$ cat config.mk
export PLATFORM = sky130hd
export DESIGN_NAME = rect_fill_engine_top
export DESIGN_NICKNAME = d
export VERILOG_FILES = /design/src/rtl/rfe_pkg.sv /design/src/rtl/rfe_cmd_fifo.sv /design/src/rtl/rfe_front.sv /design/src/rtl/rfe_back.sv /design/src/rtl/rect_fill_engine_top.sv
export VERILOG_INCLUDE_DIRS = /design/src /design/src/rtl
export SDC_FILE = /design/constraint.sdc
export NUM_CORES = 2
export LEC_CHECK = 0
export ABC_CLOCK_PERIOD_IN_PS = 20900
export BUFFER_PORTS_ARGS = -buffer_cell sky130_fd_sc_hd__buf_2
export CORE_UTILIZATION = 41
export DETAILED_ROUTE_END_ITERATION = 7
export PLACE_DENSITY = 0.56
export SETUP_SLACK_MARGIN = 0.02
export SLEW_MARGIN = 20
export SYNTH_ARGS = -nofsm -noshare
export SYNTH_HDL_FRONTEND = slang
export SYNTH_SLANG_ARGS = --single-unit
$ cat constraint.sdc
create_clock -name clock -period 20.9 [get_ports clock]
set_input_delay 2.09 -clock clock [delete_from_list [all_inputs] [get_ports clock]]
set_output_delay 2.09 -clock clock [all_outputs]
set_load 0.1 [all_outputs]
$ cat src/rtl/rect_fill_engine_top_assert.svh
// Assertion macros for the rectangle fill engine RTL.
// Depends on nothing; included by rfe_back, the module that checks its own logic.
`ifndef RECT_FILL_ENGINE_TOP_ASSERT_SVH
`define RECT_FILL_ENGINE_TOP_ASSERT_SVH

`ifndef SYNTHESIS
`define RFE_ASSERT(lbl, clk, rst, prop) \
   lbl: assert property (@(posedge clk) disable iff (rst) prop) \
   else $error("rect fill engine assertion failed");
`define RFE_ASSERT_NR(lbl, clk, prop) \
   lbl: assert property (@(posedge clk) prop) \
   else $error("rect fill engine assertion failed");
`else
`define RFE_ASSERT(lbl, clk, rst, prop)
`define RFE_ASSERT_NR(lbl, clk, prop)
`endif

`endif

$ cat src/rtl/rfe_pkg.sv
// Shared types and constants of the rectangle fill engine.
// Used by every module of the block; depends on nothing.
package rfe_pkg;

   localparam int ADDR_WIDTH_DEF  = 32;
   localparam int COORD_WIDTH_DEF = 16;
   localparam int ADDR_MAX        = 32;
   localparam int COORD_MAX       = 16;
   localparam int PIXEL_W         = 16;
   localparam int MID_DEPTH       = 4;
   localparam int OUT_DEPTH       = 2;
   localparam int CSR_INDEX_W     = 3;
   localparam int CSR_DATA_W      = 32;

   localparam logic [CSR_INDEX_W-1:0] CSR_BASE   = 3'd0;
   localparam logic [CSR_INDEX_W-1:0] CSR_STRIDE = 3'd1;
   localparam logic [CSR_INDEX_W-1:0] CSR_WIDTH  = 3'd2;
   localparam logic [CSR_INDEX_W-1:0] CSR_HEIGHT = 3'd3;
   localparam logic [CSR_INDEX_W-1:0] CSR_BYTES  = 3'd4;

   localparam logic FUNC_TICK  = 1'b0;
   localparam logic FUNC_START = 1'b1;

   typedef enum logic [2:0] {
      ST_OK     = 3'd0,
      ST_RANGE  = 3'd1,
      ST_ZERO   = 3'd2,
      ST_ALIGN  = 3'd3,
      ST_STRIDE = 3'd4,
      ST_BUSY   = 3'd5
   } status_type;

   typedef struct packed {
      logic [31:0] base;
      logic [31:0] stride;
      logic [15:0] width;
      logic [15:0] height;
      logic [31:0] bytes;
   } cfg_type;

   // A classified item on its way from the front to the back.
   typedef struct packed {
      logic                 func;
      status_type           code;
      logic [ADDR_MAX-1:0]  addr;
      logic [COORD_MAX-1:0] width;
      logic [COORD_MAX-1:0] height;
      logic [PIXEL_W-1:0]   color;
   } cmd_type;

   typedef struct packed {
      status_type          status;
      logic                write_valid;
      logic [ADDR_MAX-1:0] address;
      logic [PIXEL_W-1:0]  pixel;
      logic                done;
   } res_type;

endpackage

$ cat src/rtl/rfe_cmd_fifo.sv
// Short command queue between the front and the back of the fill engine.
// Depends on rfe_pkg for the command type.
module rfe_cmd_fifo import rfe_pkg::*; #(
   parameter int DEPTH = MID_DEPTH
) (
   input  logic                         clock,
   input  logic                         reset,
   input  logic                         push,
   input  cmd_type                      push_data,
   input  logic                         pop,
   output cmd_type                      pop_data,
   output logic                         empty,
   output logic [$clog2(DEPTH+1)-1:0]   count
);

   localparam int PW = (DEPTH > 1) ? $clog2(DEPTH) : 1;
   localparam int CW = $clog2(DEPTH+1);

   cmd_type         mem_ff [DEPTH];
   logic [PW-1:0]   wr_ptr_ff, wr_ptr_in;
   logic [PW-1:0]   rd_ptr_ff, rd_ptr_in;
   logic [CW-1:0]   cnt_ff, cnt_in;
   logic            do_pop;

   assign do_pop = pop && (cnt_ff != '0);

   always_comb begin
      wr_ptr_in = wr_ptr_ff;
      rd_ptr_in = rd_ptr_ff;
      cnt_in    = cnt_ff;
      if (push) begin
         wr_ptr_in = (wr_ptr_ff == PW'(DEPTH-1)) ? '0 : wr_ptr_ff + 1'b1;
      end
      if (do_pop) begin
         rd_ptr_in = (rd_ptr_ff == PW'(DEPTH-1)) ? '0 : rd_ptr_ff + 1'b1;
      end
      if (push && !do_pop) begin
         cnt_in = cnt_ff + 1'b1;
      end else if (!push && do_pop) begin
         cnt_in = cnt_ff - 1'b1;
      end
   end

   always_ff @(posedge clock) begin
      if (reset) begin
         wr_ptr_ff <= '0;
         rd_ptr_ff <= '0;
         cnt_ff    <= '0;
      end else begin
         wr_ptr_ff <= wr_ptr_in;
         rd_ptr_ff <= rd_ptr_in;
         cnt_ff    <= cnt_in;
      end
   end

   always_ff @(posedge clock) begin
      if (push) begin
         mem_ff[wr_ptr_ff] <= push_data;
      end
   end

   assign pop_data = mem_ff[rd_ptr_ff];
   assign empty    = (cnt_ff == '0);
   assign count    = cnt_ff;

endmodule

$ cat src/rtl/rfe_front.sv
// Front of the fill engine: registers each item and classifies start commands
// against the surface. Depends on rfe_pkg; feeds rfe_cmd_fifo.
module rfe_front import rfe_pkg::*; #(
   parameter int AW = ADDR_MAX,
   parameter int CW = COORD_WIDTH_DEF
) (
   input  logic          clock,
   input  logic          reset,
   input  logic          take,
   input  logic          func,
   input  logic [15:0]   rect_x,
   input  logic [15:0]   rect_y,
   input  logic [15:0]   rect_width,
   input  logic [15:0]   rect_height,
   input  logic [15:0]   fill_color,
   input  cfg_type       cfg,
   output logic          cmd_valid,
   output cmd_type       cmd
);

   localparam int PW = CW + 32;

   logic [CW-1:0]  x, y, w, h, sw, sh, sh_m1;
   logic [CW:0]    sw2;
   status_type     s1_code_in;
   logic           s1_xybad_in;
   logic [PW-1:0]  s1_pext_in, s1_py_in;

   logic           s1_vld_ff;
   logic           s1_func_ff;
   status_type     s1_code_ff;
   logic           s1_xybad_ff;
   logic [PW-1:0]  s1_pext_ff, s1_py_ff;
   logic [CW-1:0]  s1_x_ff, s1_w_ff, s1_h_ff;
   logic [15:0]    s1_color_ff;

   logic [PW:0]    extent;
   logic [PW+1:0]  top_sum;
   logic           ext_bad, top_bad;
   logic [AW-1:0]  start_addr;
   status_type     code;

   assign x     = rect_x[CW-1:0];
   assign y     = rect_y[CW-1:0];
   assign w     = rect_width[CW-1:0];
   assign h     = rect_height[CW-1:0];
   assign sw    = cfg.width[CW-1:0];
   assign sh    = cfg.height[CW-1:0];
   assign sh_m1 = sh - 1'b1;
   assign sw2   = {sw, 1'b0};

   // Checks that need no product, in their order of priority.
   always_comb begin
      if (cfg.base == '0) begin
         s1_code_in = ST_RANGE;
      end else if (w == '0 || h == '0 || sw == '0 || sh == '0) begin
         s1_code_in = ST_ZERO;
      end else if (cfg.base[0] || cfg.stride[0]) begin
         s1_code_in = ST_ALIGN;
      end else if (cfg.stride < 32'(sw2)) begin
         s1_code_in = ST_STRIDE;
      end else begin
         s1_code_in = ST_OK;
      end
   end

   assign s1_xybad_in = ((CW+1)'(x) + (CW+1)'(w) > (CW+1)'(sw)) ||
                        ((CW+1)'(y) + (CW+1)'(h) > (CW+1)'(sh));
   assign s1_pext_in  = PW'(sh_m1) * PW'(cfg.stride);
   assign s1_py_in    = PW'(y) * PW'(cfg.stride);

   always_ff @(posedge clock) begin
      if (reset) begin
         s1_vld_ff <= 1'b0;
      end else begin
         s1_vld_ff <= take;
      end
   end

   always_ff @(posedge clock) begin
      if (take) begin
         s1_func_ff  <= func;
         s1_code_ff  <= s1_code_in;
         s1_xybad_ff <= s1_xybad_in;
         s1_pext_ff  <= s1_pext_in;
         s1_py_ff    <= s1_py_in;
         s1_x_ff     <= x;
         s1_w_ff     <= w;
         s1_h_ff     <= h;
         s1_color_ff <= fill_color;
      end
   end

   // Second half: extent and address-space checks, and the first pixel address.
   assign extent     = (PW+1)'(s1_pext_ff) + (PW+1)'(sw2);
   assign ext_bad    = extent > (PW+1)'(cfg.bytes);
   assign top_sum    = (PW+2)'(cfg.base) + (PW+2)'(extent) - (PW+2)'(1);
   assign top_bad    = (top_sum >> AW) != '0;
   assign start_addr = AW'(cfg.base) + AW'(s1_py_ff) + AW'({s1_x_ff, 1'b0});

   always_comb begin
      if (s1_code_ff != ST_OK) begin
         code = s1_code_ff;
      end else if (ext_bad || top_bad || s1_xybad_ff) begin
         code = ST_RANGE;
      end else begin
         code = ST_OK;
      end
   end

   always_comb begin
      cmd.func   = s1_func_ff;
      cmd.code   = code;
      cmd.addr   = ADDR_MAX'(start_addr);
      cmd.width  = COORD_MAX'(s1_w_ff);
      cmd.height = COORD_MAX'(s1_h_ff);
      cmd.color  = s1_color_ff;
   end

   assign cmd_valid = s1_vld_ff;

endmodule

$ cat src/rtl/rfe_back.sv
// Back of the fill engine: runs the fill state and buffers results.
// Depends on rfe_pkg and the assertion macros header.
`include "rect_fill_engine_top_assert.svh"

module rfe_back import rfe_pkg::*; #(
   parameter int AW = ADDR_MAX,
   parameter int CW = COORD_WIDTH_DEF
) (
   input  logic          clock,
   input  logic          reset,
   input  logic          head_valid,
   input  cmd_type       head,
   output logic          take,
   input  logic [31:0]   stride,
   input  logic          rsp_pop,
   output logic          rsp_empty,
   output res_type       rsp
);

   localparam int OPW = (OUT_DEPTH > 1) ? $clog2(OUT_DEPTH) : 1;
   localparam int OCW = $clog2(OUT_DEPTH+1);

   logic           busy_ff, busy_in;
   logic [AW-1:0]  row_addr_ff, row_addr_in;
   logic [CW-1:0]  col_ff, col_in;
   logic [CW-1:0]  rows_ff, rows_in;
   logic [CW-1:0]  lw_ff, lw_in;
   logic [15:0]    lc_ff, lc_in;

   res_type        out_mem_ff [OUT_DEPTH];
   logic [OPW-1:0] out_wr_ff, out_wr_in;
   logic [OPW-1:0] out_rd_ff, out_rd_in;
   logic [OCW-1:0] out_cnt_ff, out_cnt_in;

   res_type        res_in;
   logic [CW:0]    col1;
   logic           wrap, last;
   logic           room, out_pop;

   assign rsp_empty = (out_cnt_ff == '0);
   assign out_pop   = rsp_pop && !rsp_empty;
   assign room      = (out_cnt_ff != OCW'(OUT_DEPTH)) || rsp_pop;
   assign take      = head_valid && room;

   assign col1 = {1'b0, col_ff} + 1'b1;
   assign wrap = col1 >= {1'b0, lw_ff};
   assign last = wrap && (rows_ff <= CW'(1));

   always_comb begin
      busy_in     = busy_ff;
      row_addr_in = row_addr_ff;
      col_in      = col_ff;
      rows_in     = rows_ff;
      lw_in       = lw_ff;
      lc_in       = lc_ff;
      res_in      = '0;
      if (take) begin
         if (head.func == FUNC_START) begin
            if (busy_ff) begin
               res_in.status = ST_BUSY;
            end else begin
               res_in.status = head.code;
               if (head.code == ST_OK) begin
                  busy_in     = 1'b1;
                  row_addr_in = head.addr[AW-1:0];
                  col_in      = '0;
                  rows_in     = head.height[CW-1:0];
                  lw_in       = head.width[CW-1:0];
                  lc_in       = head.color;
               end
            end
         end else if (busy_ff) begin
            res_in.write_valid = 1'b1;
            res_in.address     = ADDR_MAX'(row_addr_ff + AW'({col_ff, 1'b0}));
            res_in.pixel       = lc_ff;
            res_in.done        = last;
            if (wrap) begin
               // End of a row: step down one stride and count the row off.
               col_in      = '0;
               rows_in     = rows_ff - 1'b1;
               row_addr_in = row_addr_ff + AW'(stride);
               if (rows_ff == CW'(1)) begin
                  busy_in = 1'b0;
               end
            end else begin
               col_in = col1[CW-1:0];
            end
         end
      end
   end

   always_comb begin
      out_wr_in  = out_wr_ff;
      out_rd_in  = out_rd_ff;
      out_cnt_in = out_cnt_ff;
      if (take) begin
         out_wr_in = (out_wr_ff == OPW'(OUT_DEPTH-1)) ? '0 : out_wr_ff + 1'b1;
      end
      if (out_pop) begin
         out_rd_in = (out_rd_ff == OPW'(OUT_DEPTH-1)) ? '0 : out_rd_ff + 1'b1;
      end
      if (take && !out_pop) begin
         out_cnt_in = out_cnt_ff + 1'b1;
      end else if (!take && out_pop) begin
         out_cnt_in = out_cnt_ff - 1'b1;
      end
   end

   always_ff @(posedge clock) begin
      if (reset) begin
         busy_ff    <= 1'b0;
         out_wr_ff  <= '0;
         out_rd_ff  <= '0;
         out_cnt_ff <= '0;
      end else begin
         busy_ff    <= busy_in;
         out_wr_ff  <= out_wr_in;
         out_rd_ff  <= out_rd_in;
         out_cnt_ff <= out_cnt_in;
      end
   end

   always_ff @(posedge clock) begin
      row_addr_ff <= row_addr_in;
      col_ff      <= col_in;
      rows_ff     <= rows_in;
      lw_ff       <= lw_in;
      lc_ff       <= lc_in;
      if (take) begin
         out_mem_ff[out_wr_ff] <= res_in;
      end
   end

   assign rsp = out_mem_ff[out_rd_ff];

   `RFE_ASSERT(a_last_write_ends_fill, clock, reset, take && head.func == FUNC_TICK && busy_ff && last |=> !busy_ff)
   `RFE_ASSERT(a_busy_start_keeps_fill, clock, reset, take && head.func == FUNC_START && busy_ff |=> busy_ff)
   `RFE_ASSERT(a_write_only_when_busy, clock, reset, take && res_in.write_valid |-> busy_ff)
   `RFE_ASSERT(a_no_take_when_full, clock, reset, out_cnt_ff == OCW'(OUT_DEPTH) && !rsp_pop |-> !take)
   `RFE_ASSERT_NR(a_out_count_bound, clock, reset || out_cnt_ff <= OCW'(OUT_DEPTH))

endmodule

$ cat src/rtl/rect_fill_engine_top.sv
// Rectangle fill engine: each accepted item yields one result, and the engine sustains
// one item per cycle, pixel writes included, while req_full is low and results are popped.
// Items pass the front's multiply register, the command queue and the back's fill step;
// the command queue lets the back stall without losing a beat.
// Reset is synchronous: configuration clears to zero, the engine goes idle and
// both queues empty at once.
module rect_fill_engine_top import rfe_pkg::*; #(
   parameter int ADDR_WIDTH  = ADDR_WIDTH_DEF,
   parameter int COORD_WIDTH = COORD_WIDTH_DEF
) (
   input  logic                      clock,
   input  logic                      reset,
   input  logic                      req_push,
   output logic                      req_full,
   input  logic                      req_func,
   input  logic [15:0]               req_rect_x,
   input  logic [15:0]               req_rect_y,
   input  logic [15:0]               req_rect_width,
   input  logic [15:0]               req_rect_height,
   input  logic [15:0]               req_fill_color,
   output logic                      rsp_empty,
   input  logic                      rsp_pop,
   output logic [2:0]                rsp_status,
   output logic                      rsp_write_valid,
   output logic [((ADDR_WIDTH < ADDR_MAX) ? ADDR_WIDTH : ADDR_MAX)-1:0] rsp_write_address,
   output logic [15:0]               rsp_write_pixel,
   output logic                      rsp_fill_done,
   input  logic                      csr_write,
   input  logic [CSR_INDEX_W-1:0]    csr_index,
   input  logic [CSR_DATA_W-1:0]     csr_data
);

   localparam int AW   = (ADDR_WIDTH < ADDR_MAX) ? ADDR_WIDTH : ADDR_MAX;
   localparam int MCW  = $clog2(MID_DEPTH+1);

   cfg_type          cfg_ff, cfg_in;
   logic             in_take;
   logic             cmd_valid;
   cmd_type          cmd, head;
   logic             head_empty;
   logic             head_take;
   logic [MCW-1:0]   mid_cnt;
   res_type          rsp;

   always_comb begin
      cfg_in = cfg_ff;
      if (csr_write) begin
         case (csr_index)
            CSR_BASE:   cfg_in.base   = csr_data;
            CSR_STRIDE: cfg_in.stride = csr_data;
            CSR_WIDTH:  cfg_in.width  = csr_data[15:0];
            CSR_HEIGHT: cfg_in.height = csr_data[15:0];
            CSR_BYTES:  cfg_in.bytes  = csr_data;
            default:    cfg_in        = cfg_ff;
         endcase
      end
   end

   always_ff @(posedge clock) begin
      if (reset) begin
         cfg_ff <= '0;
      end else begin
         cfg_ff <= cfg_in;
      end
   end

   // Items in the front stage count against the queue so the front never stalls.
   assign req_full = ((MCW+1)'(mid_cnt) + (MCW+1)'(cmd_valid)) >= (MCW+1)'(MID_DEPTH);
   assign in_take  = req_push && !req_full;

   rfe_front #(
      .AW (AW),
      .CW (COORD_WIDTH)
   ) u_front (
      .clock       (clock),
      .reset       (reset),
      .take        (in_take),
      .func        (req_func),
      .rect_x      (req_rect_x),
      .rect_y      (req_rect_y),
      .rect_width  (req_rect_width),
      .rect_height (req_rect_height),
      .fill_color  (req_fill_color),
      .cfg         (cfg_ff),
      .cmd_valid   (cmd_valid),
      .cmd         (cmd)
   );

   rfe_cmd_fifo #(
      .DEPTH (MID_DEPTH)
   ) u_cmd_fifo (
      .clock     (clock),
      .reset     (reset),
      .push      (cmd_valid),
      .push_data (cmd),
      .pop       (head_take),
      .pop_data  (head),
      .empty     (head_empty),
      .count     (mid_cnt)
   );

   rfe_back #(
      .AW (AW),
      .CW (COORD_WIDTH)
   ) u_back (
      .clock      (clock),
      .reset      (reset),
      .head_valid (!head_empty),
      .head       (head),
      .take       (head_take),
      .stride     (cfg_ff.stride),
      .rsp_pop    (rsp_pop),
      .rsp_empty  (rsp_empty),
      .rsp        (rsp)
   );

   assign rsp_status        = rsp.status;
   assign rsp_write_valid   = rsp.write_valid;
   assign rsp_write_address = rsp.address[AW-1:0];
   assign rsp_write_pixel   = rsp.pixel;
   assign rsp_fill_done     = rsp.done;

endmodule

==> After elaboration in Yosys (flattened, before gate mapping) <==
Memory sizes are Yosys's and may differ from the RTL's. A register that Yosys moved wholly into a read port is not among the register bits.
Index checks and enable logic that the tools add are counted.
{ "totals": {"reg_bits": 386, "n_memories": 2, "ramBits": 442, "inputBits": 121, "out_inout_bits": 55} }
{ "classes": {"n_bitwise": 1, "add_sub_neg": 21, "reduce_logical": 50, "order_cmp": 7, "n_mux": 47, "multipliers": 2, "n_eq_ne": 9} }
{ "memory_table": {"columns": ["name", "words", "width", "rd", "rd_ports_with_merged_regs", "write_ports", "line_no", "rtl"], "rows": [
  ["u_cmd_fifo.mem_ff", 4, 84, 1, 1, 1, "rfe_cmd_fifo.sv:19", "cmd_type mem_ff [DEPTH];"],
  ["u_back.out_mem_ff", 2, 53, 1, 1, 1, "rfe_back.sv:30", "res_type out_mem_ff [OUT_DEPTH];"]
]} }
{ "op_table": {"columns": ["cell", "n"], "rows": [
  ["$mux W16", 10],
  ["$mux W32", 5],
  ["$mux W50", 2],
  ["$add A32 B17 Y32", 2],
  ["$add A32 B32 Y32", 2],
  ["$logic_not A16 Y1", 4],
  ["$mux W53", 1],
  ["$add A32 B49 Y50", 1],
  ["$reduce_bool A50 Y1", 1],
  ["$sub A50 B1 Y50 const B", 1],
  ["$add A48 B17 Y49", 1],
  ["$gt A49 B32 Y1", 1],
  ["$mul A16 B32 Y48", 1],
  ["$add A16 B16 Y17", 2],
  ["$gt A17 B16 Y1", 2],
  ["$logic_not A32 Y1", 1],
  ["$lt A32 B17 Y1", 1],
  ["$mul A16 B32 Y32", 1],
  ["$sub A16 B1 Y16 const B", 2],
  ["$mux W3", 6],
  ["$add A16 B1 Y17 const B", 1],
  ["$ge A17 B16 Y1", 1],
  ["$eq A16 B1 Y1 const B", 1],
  ["$le A16 B1 Y1 const B", 1],
  ["other kinds (26)", 86]
]} }

==> Logic depth before layout (Yosys ltp) <==
{ "depth": {"depth_word": 8, "mapped_depth": 34} }

==> Cells and area by module <==
Synthesis repeated with hierarchy kept, for this count alone.
{ "hier_totals": {"hier_cells": 6645, "hier_area_um2": 71074.4} }
{ "modules_own_cells": {"columns": ["module", "cells_per_inst", "area_per_inst_um2", "seq_area_each_um2", "n_inst"], "rows": [
  ["rfe_front", 4727, 41878.9, 4494.3, 1],
  ["rfe_cmd_fifo", 481, 12558.3, 10269.8, 1],
  ["rfe_back", 977, 11499.8, 6185.9, 1],
  ["rect_fill_engine_top", 460, 5137.4, 2562.5, 1]
]} }

==> Worst setup path before layout <==
No wires, ideal clock.
{ "synth_path": {"path_kind": "reg-to-reg", "start": "register cfg_ff[32] (netlist bit)", "end": "register u_front.s1_pext_ff[46] (data pin)", "n_path_buf": 2, "arrival_ps": 7799, "t_required_ps": 20631, "stages_incl_launch_ff": 32, "setup_slack_ps": 12833, "setup_time_ps": 269, "period_less_slack_ps": 8067, "path_cell_list": "dfxtp_1 inv_1 buf_1 ha_1 nand4_1 nor2b_1 nand2_1 or4_1 xnor2_1 clkbuf_1 nand2_1 fa_1 fa_1 inv_1 fa_1 inv_1 fa_1 fa_1 fa_1 inv_1 ha_1 a21o_1 a221oi_1 o21bai_1 a41o_1 o311a_1 a311o_1 nand2_1 o311a_1 o21a_1 o31ai_1 xor2_1"} }
{ "synth_via": {"elab_chain_len": 2} }
{ "synth_rtl": {"columns": ["element", "line_no", "rtl"], "rows": [
  ["from (decl)", "rect_fill_engine_top.sv:36", "cfg_type cfg_ff, cfg_in;"],
  ["from (signal assigned)", "rect_fill_engine_top.sv:63", "cfg_ff <= cfg_in;"],
  ["$sub A16 B1 Y16", "rfe_front.sv:49", "assign sh_m1 = sh - 1'b1;"],
  ["$mul A16 B32 Y48", "rfe_front.sv:69", "assign s1_pext_in = PW'(sh_m1) * PW'(cfg.stride);"],
  ["via u_front.s1_pext_in[46]", "rfe_front.sv:27", "logic [PW-1:0] s1_pext_in, s1_py_in;"],
  ["to (signal assigned)", "rfe_front.sv:85", "s1_pext_ff <= s1_pext_in;"],
  ["to (decl)", "rfe_front.sv:33", "logic [PW-1:0] s1_pext_ff, s1_py_ff;"]
]} }
The timed path passes the listed nets, and every way through them passes these cells.
A chain may end at the register's enable or synchronous reset.

==> Worst setup path after layout <==
Ends and elaborated chain as after synthesis.

==> out/metrics.json <==
{
  "grt_max_degree": 97,
  "hold_viol_final": 0,
  "syn_avg_cell_area_um2": 10.4,
  "worst-slew-pin-transition_ns": 1.09,
  "cts.root.buffer_cell": "sky130_fd_sc_hd__clkbuf_16",
  "p_per_area_mw_per_mm2": 86.2,
  "areaGrowthSynthToFinish_pct": 9.21,
  "crit_fanout": 32,
  "global_route.peak_usage_layer": "met2",
  "grt_pass1_vias": 49344,
  "io_buffer_count": 175,
  "route.detailed.drc": 0,
  "final_net_count": 8177,
  "detailed_place_hpwl_mm": 151,
  "synth.top_cell.area_share": 0.296,
  "drtPass1Iterations": 8,
  "post_drt_wl_per_cell_um": 21.9,
  "gp_congestion": 0.945,
  "post-layout-total-power_uw": 6560,
  "status": "completed",
  "antenna_violations_before_repair": 6,
  "netlist_area_before_placement_mm2": 0.0697,
  "number_of_synthesized_flops_with_an_enable_pin": 687,
  "num-fill-cells": 15874,
  "netlist.top_cell.by_area": "sky130_fd_sc_hd__edfxtp_1",
  "cts_tree": "yes",
  "total_grt_usage": 0.232,
  "ctsHoldBuffers": 0,
  "gr-usage-met1": 0.306,
  "maxCapViolations": 0,
  "fin_worst_skew_ns": 0.0498,
  "crit_required_ns": 21.36,
  "postCtsSetupRepairBufs": 0,
  "fin_crit_ns": 9.52,
  "synth_fa_ha_area_frac": 0.309,
  "final_max_slew_viol_count": 0,
  "async_flop_share": 0,
  "cts_inserted_buffers": 87,
  "timing.setup.tns_ns": 0,
  "io-pin-count": 176,
  "clk_latency_ns": 0.72,
  "critPathMostFrequentCell": "sky130_fd_sc_hd__fa_1",
  "finalSetupViolCount": 0,
  "muxShareOfSynthArea": 0.0368,
  "grtUsageMet2": 0.399,
  "synth_xor_area_frac": 0.0371,
  "drt_iter0_drc": 3455,
  "grt_setup_unrepaired": "no",
  "cts.path.max_buffers": 3,
  "grt_remaining_overflow": 0,
  "area_contributors_post_synth": "sky130_fd_sc_hd__edfxtp_1 (30%), sky130_fd_sc_hd__fa_1 (21%), sky130_fd_sc_hd__ha_1 (9.5%)",
  "vdd_ir_max_mv": 0.109,
  "yosys_most_used_dff": "sky130_fd_sc_hd__edfxtp_1",
  "antenna_violating_nets_remaining": 0,
  "timing.hold.worst.class": "reg -> reg",
  "fmax_ghz": 0.105,
  "setup.worst_path.class": "reg -> reg",
  "core_region_area_mm2": 0.168,
  "die-area_mm2": 0.172,
  "cp-start-kind": "register",
  "grtUsageMet3": 0.0213,
  "h-tree-depth": 3,
  "timing.final.crit_share": 0.456,
  "first_pass_grt_wire_length_mm": 303,
  "chipWidth_um": 414,
  "synthesis.instances": 6708,
  "power.static_leakage_uw": 0.0316,
  "drive_gt1_frac": 0.0840,
  "num_rows": 150,
  "clkSinkCount": 831,
  "initial_core_util": 0.415,
  "dr_total_vias": 48569,
  "combinational_family_with_the_most_area_after_synthesis": "adder cells",
  "max_slew_headroom": 0.276,
  "critical_path_capture_point_type": "register",
  "finalWirelength_mm": 199,
  "arrival_ns": 9.98,
  "syn_nets": 8102,
  "simple_gate_share_of_the_synthesized_area": 0.132,
  "clk_pin_slew_worst_paths_ns": 0.06,
  "synth_cell_types": 81,
  "postCtsResizedCells": 0,
  "yosysWarningCount": 0,
  "synth-seq-cells": 831,
  "chipHeight_um": 414,
  "yosysSeqAreaShare": 0.337,
  "post_synthesis_compound_gate_area_fraction": 0.0752,
  "critical-path-slowest-cell": "sky130_fd_sc_hd__inv_1",
  "vias_per_cell": 5.36,
  "crit_path_max_incr_delay_ns": 0.85
}
## final timing paths
check	to	depth (start not counted)	from	slack, ns
worst max-delay path	u_front.s1_pext_ff[46]$_DFFE_PP_	29	cfg_ff[32]$_SDFFE_PP0P_	11.38
worst min-delay path	cfg_ff[1]$_SDFFE_PP0P_	2	cfg_ff[1]$_SDFFE_PP0P_	0.46
worst max register to register	u_front.s1_pext_ff[46]$_DFFE_PP_	29	cfg_ff[32]$_SDFFE_PP0P_	11.38
worst min register to register	cfg_ff[1]$_SDFFE_PP0P_	2	cfg_ff[1]$_SDFFE_PP0P_	0.46
## through the flow
stage               instances  utilization  hold slack, ns  worst slack, ns  area [um^2]
global placement         8898        0.435           0.443            11.53        73100
detailed placement       8898        0.435           0.449            11.40        73100
finish                   9068        0.453           0.455            11.38        76100
floorplan                6708            -           0.436            12.83        69700
CTS                      9062        0.453           0.457            11.42        76100
global route             9063        0.453           0.469            10.88        76100
## metal layers
metal  wire length, um  up-vias  share of wire
met5                38        -        0.00019
met4              7270        6          0.037
met3              9170      305          0.046
met2             97600     1250           0.49
met1             84900    24834           0.43
li1                  -    22174              -
## Yosys cell counts, types with 8 or more instances
| library cell | number |
|---|---|
| sky130_fd_sc_hd__o31a_1 | 8 |
| sky130_fd_sc_hd__nand2b_1 | 53 |
| sky130_fd_sc_hd__and2_1 | 287 |
| sky130_fd_sc_hd__a2111oi_0 | 9 |
| sky130_fd_sc_hd__o21ai_1 | 11 |
| sky130_fd_sc_hd__o21ai_0 | 151 |
| sky130_fd_sc_hd__nor4_1 | 33 |
| sky130_fd_sc_hd__a31oi_1 | 23 |
| sky130_fd_sc_hd__nand4_1 | 42 |
| sky130_fd_sc_hd__inv_1 | 1084 |
| sky130_fd_sc_hd__a21oi_1 | 325 |
| sky130_fd_sc_hd__o21bai_1 | 36 |
| sky130_fd_sc_hd__nor2b_1 | 51 |
| sky130_fd_sc_hd__and4_1 | 13 |
| sky130_fd_sc_hd__ha_1 | 528 |
| sky130_fd_sc_hd__a211oi_1 | 22 |
| sky130_fd_sc_hd__mux4_2 | 84 |
| sky130_fd_sc_hd__clkbuf_1 | 254 |
| sky130_fd_sc_hd__o211ai_1 | 14 |
| sky130_fd_sc_hd__a21o_1 | 82 |
| sky130_fd_sc_hd__buf_1 | 15 |
| sky130_fd_sc_hd__o31ai_1 | 14 |
| sky130_fd_sc_hd__fa_1 | 745 |
| sky130_fd_sc_hd__o21a_1 | 54 |
| sky130_fd_sc_hd__xor2_1 | 107 |
| sky130_fd_sc_hd__dfxtp_1 | 144 |
| sky130_fd_sc_hd__edfxtp_1 | 687 |
| sky130_fd_sc_hd__nand2_1 | 1023 |
| sky130_fd_sc_hd__xnor2_1 | 186 |
| sky130_fd_sc_hd__mux2_2 | 56 |
| sky130_fd_sc_hd__nor3_1 | 54 |
| sky130_fd_sc_hd__or3_1 | 21 |
| sky130_fd_sc_hd__and3_1 | 81 |
| sky130_fd_sc_hd__nand3_1 | 76 |
| sky130_fd_sc_hd__o2111ai_1 | 9 |
| sky130_fd_sc_hd__a21boi_0 | 12 |
| sky130_fd_sc_hd__nor2_1 | 210 |
## cells by family after synthesis
logic type | after synthesis
AOI/OAI and AO/OA | 842
xor gates and xnor gates | 294
adders and majority gates | 1273
buffers and inverters | 1354
DFF | 831
muxes | 144
and+or+nand+nor | 1970
## critical path: cells and delay by family, from the launching register on
kind / cells / cell delay [ns]
adders and majority gates: 8 / 3.61
AOI/OAI and AO/OA: 8 / 1.91
and+or+nand+nor: 7 / 1.61
buffers and inverters: 4 / 1.30
DFF: 1 / 0.51
xor gates and xnor gates: 2 / 0.30
## registers in the layout, indices dropped and copies added, names as in the netlist, 2 cells and up, named ones only
signal	cells
u_front.s1_color_ff	16
u_front.s1_w_ff	16
u_front.s1_code_ff	3
cfg_ff	128
u_back.out_mem_ff	106
u_back.col_ff	16
u_back.lc_ff	16
u_cmd_fifo.wr_ptr_ff	2
u_front.s1_pext_ff	48
u_front.s1_x_ff	16
u_cmd_fifo.count	3
u_back.lw_ff	16
u_front.s1_py_ff	32
u_cmd_fifo.mem_ff	336
u_back.out_cnt_ff	2
u_back.row_addr_ff	32
u_cmd_fifo.rd_ptr_ff	2
u_back.rows_ff	16
u_front.s1_h_ff	16
## where the power goes
part	switching (uW)	total [uW]	internal [uW]	leakage, uW
Clock	707	1630	923	0.00143
Combinational	1760	2600	841	0.0226
Sequential	164	2330	2170	0.00758
Total	2630	6560	3930	0.0316
## cells in the final DEF (no fill, tap or decap), types with 150 or more instances in the layout
cell                       count
sky130_fd_sc_hd__a21oi_1     325
sky130_fd_sc_hd__inv_1      1084
sky130_fd_sc_hd__buf_2       174
sky130_fd_sc_hd__and2_1      280
sky130_fd_sc_hd__xnor2_1     175
sky130_fd_sc_hd__ha_1        528
sky130_fd_sc_hd__o21ai_0     150
sky130_fd_sc_hd__fa_1        745
sky130_fd_sc_hd__nor2_1      208
sky130_fd_sc_hd__edfxtp_1    687
sky130_fd_sc_hd__nand2_1    1023
## cell type report
cell class | count | area, um^2 | area share
multi-input cells | 4523 | 41200 | 0.542
flip-flops and latches | 831 | 23500 | 0.309
inverters | 1085 | 4070 | 0.0535
well taps | 2204 | 2760 | 0.0362
clock buffers | 104 | 2250 | 0.0296
repair buffers | 255 | 1480 | 0.0194
clock inverters | 60 | 764 | 0.0100
diodes | 6 | 15.0 | 0.000197
(Power assumes the default switching activity.)
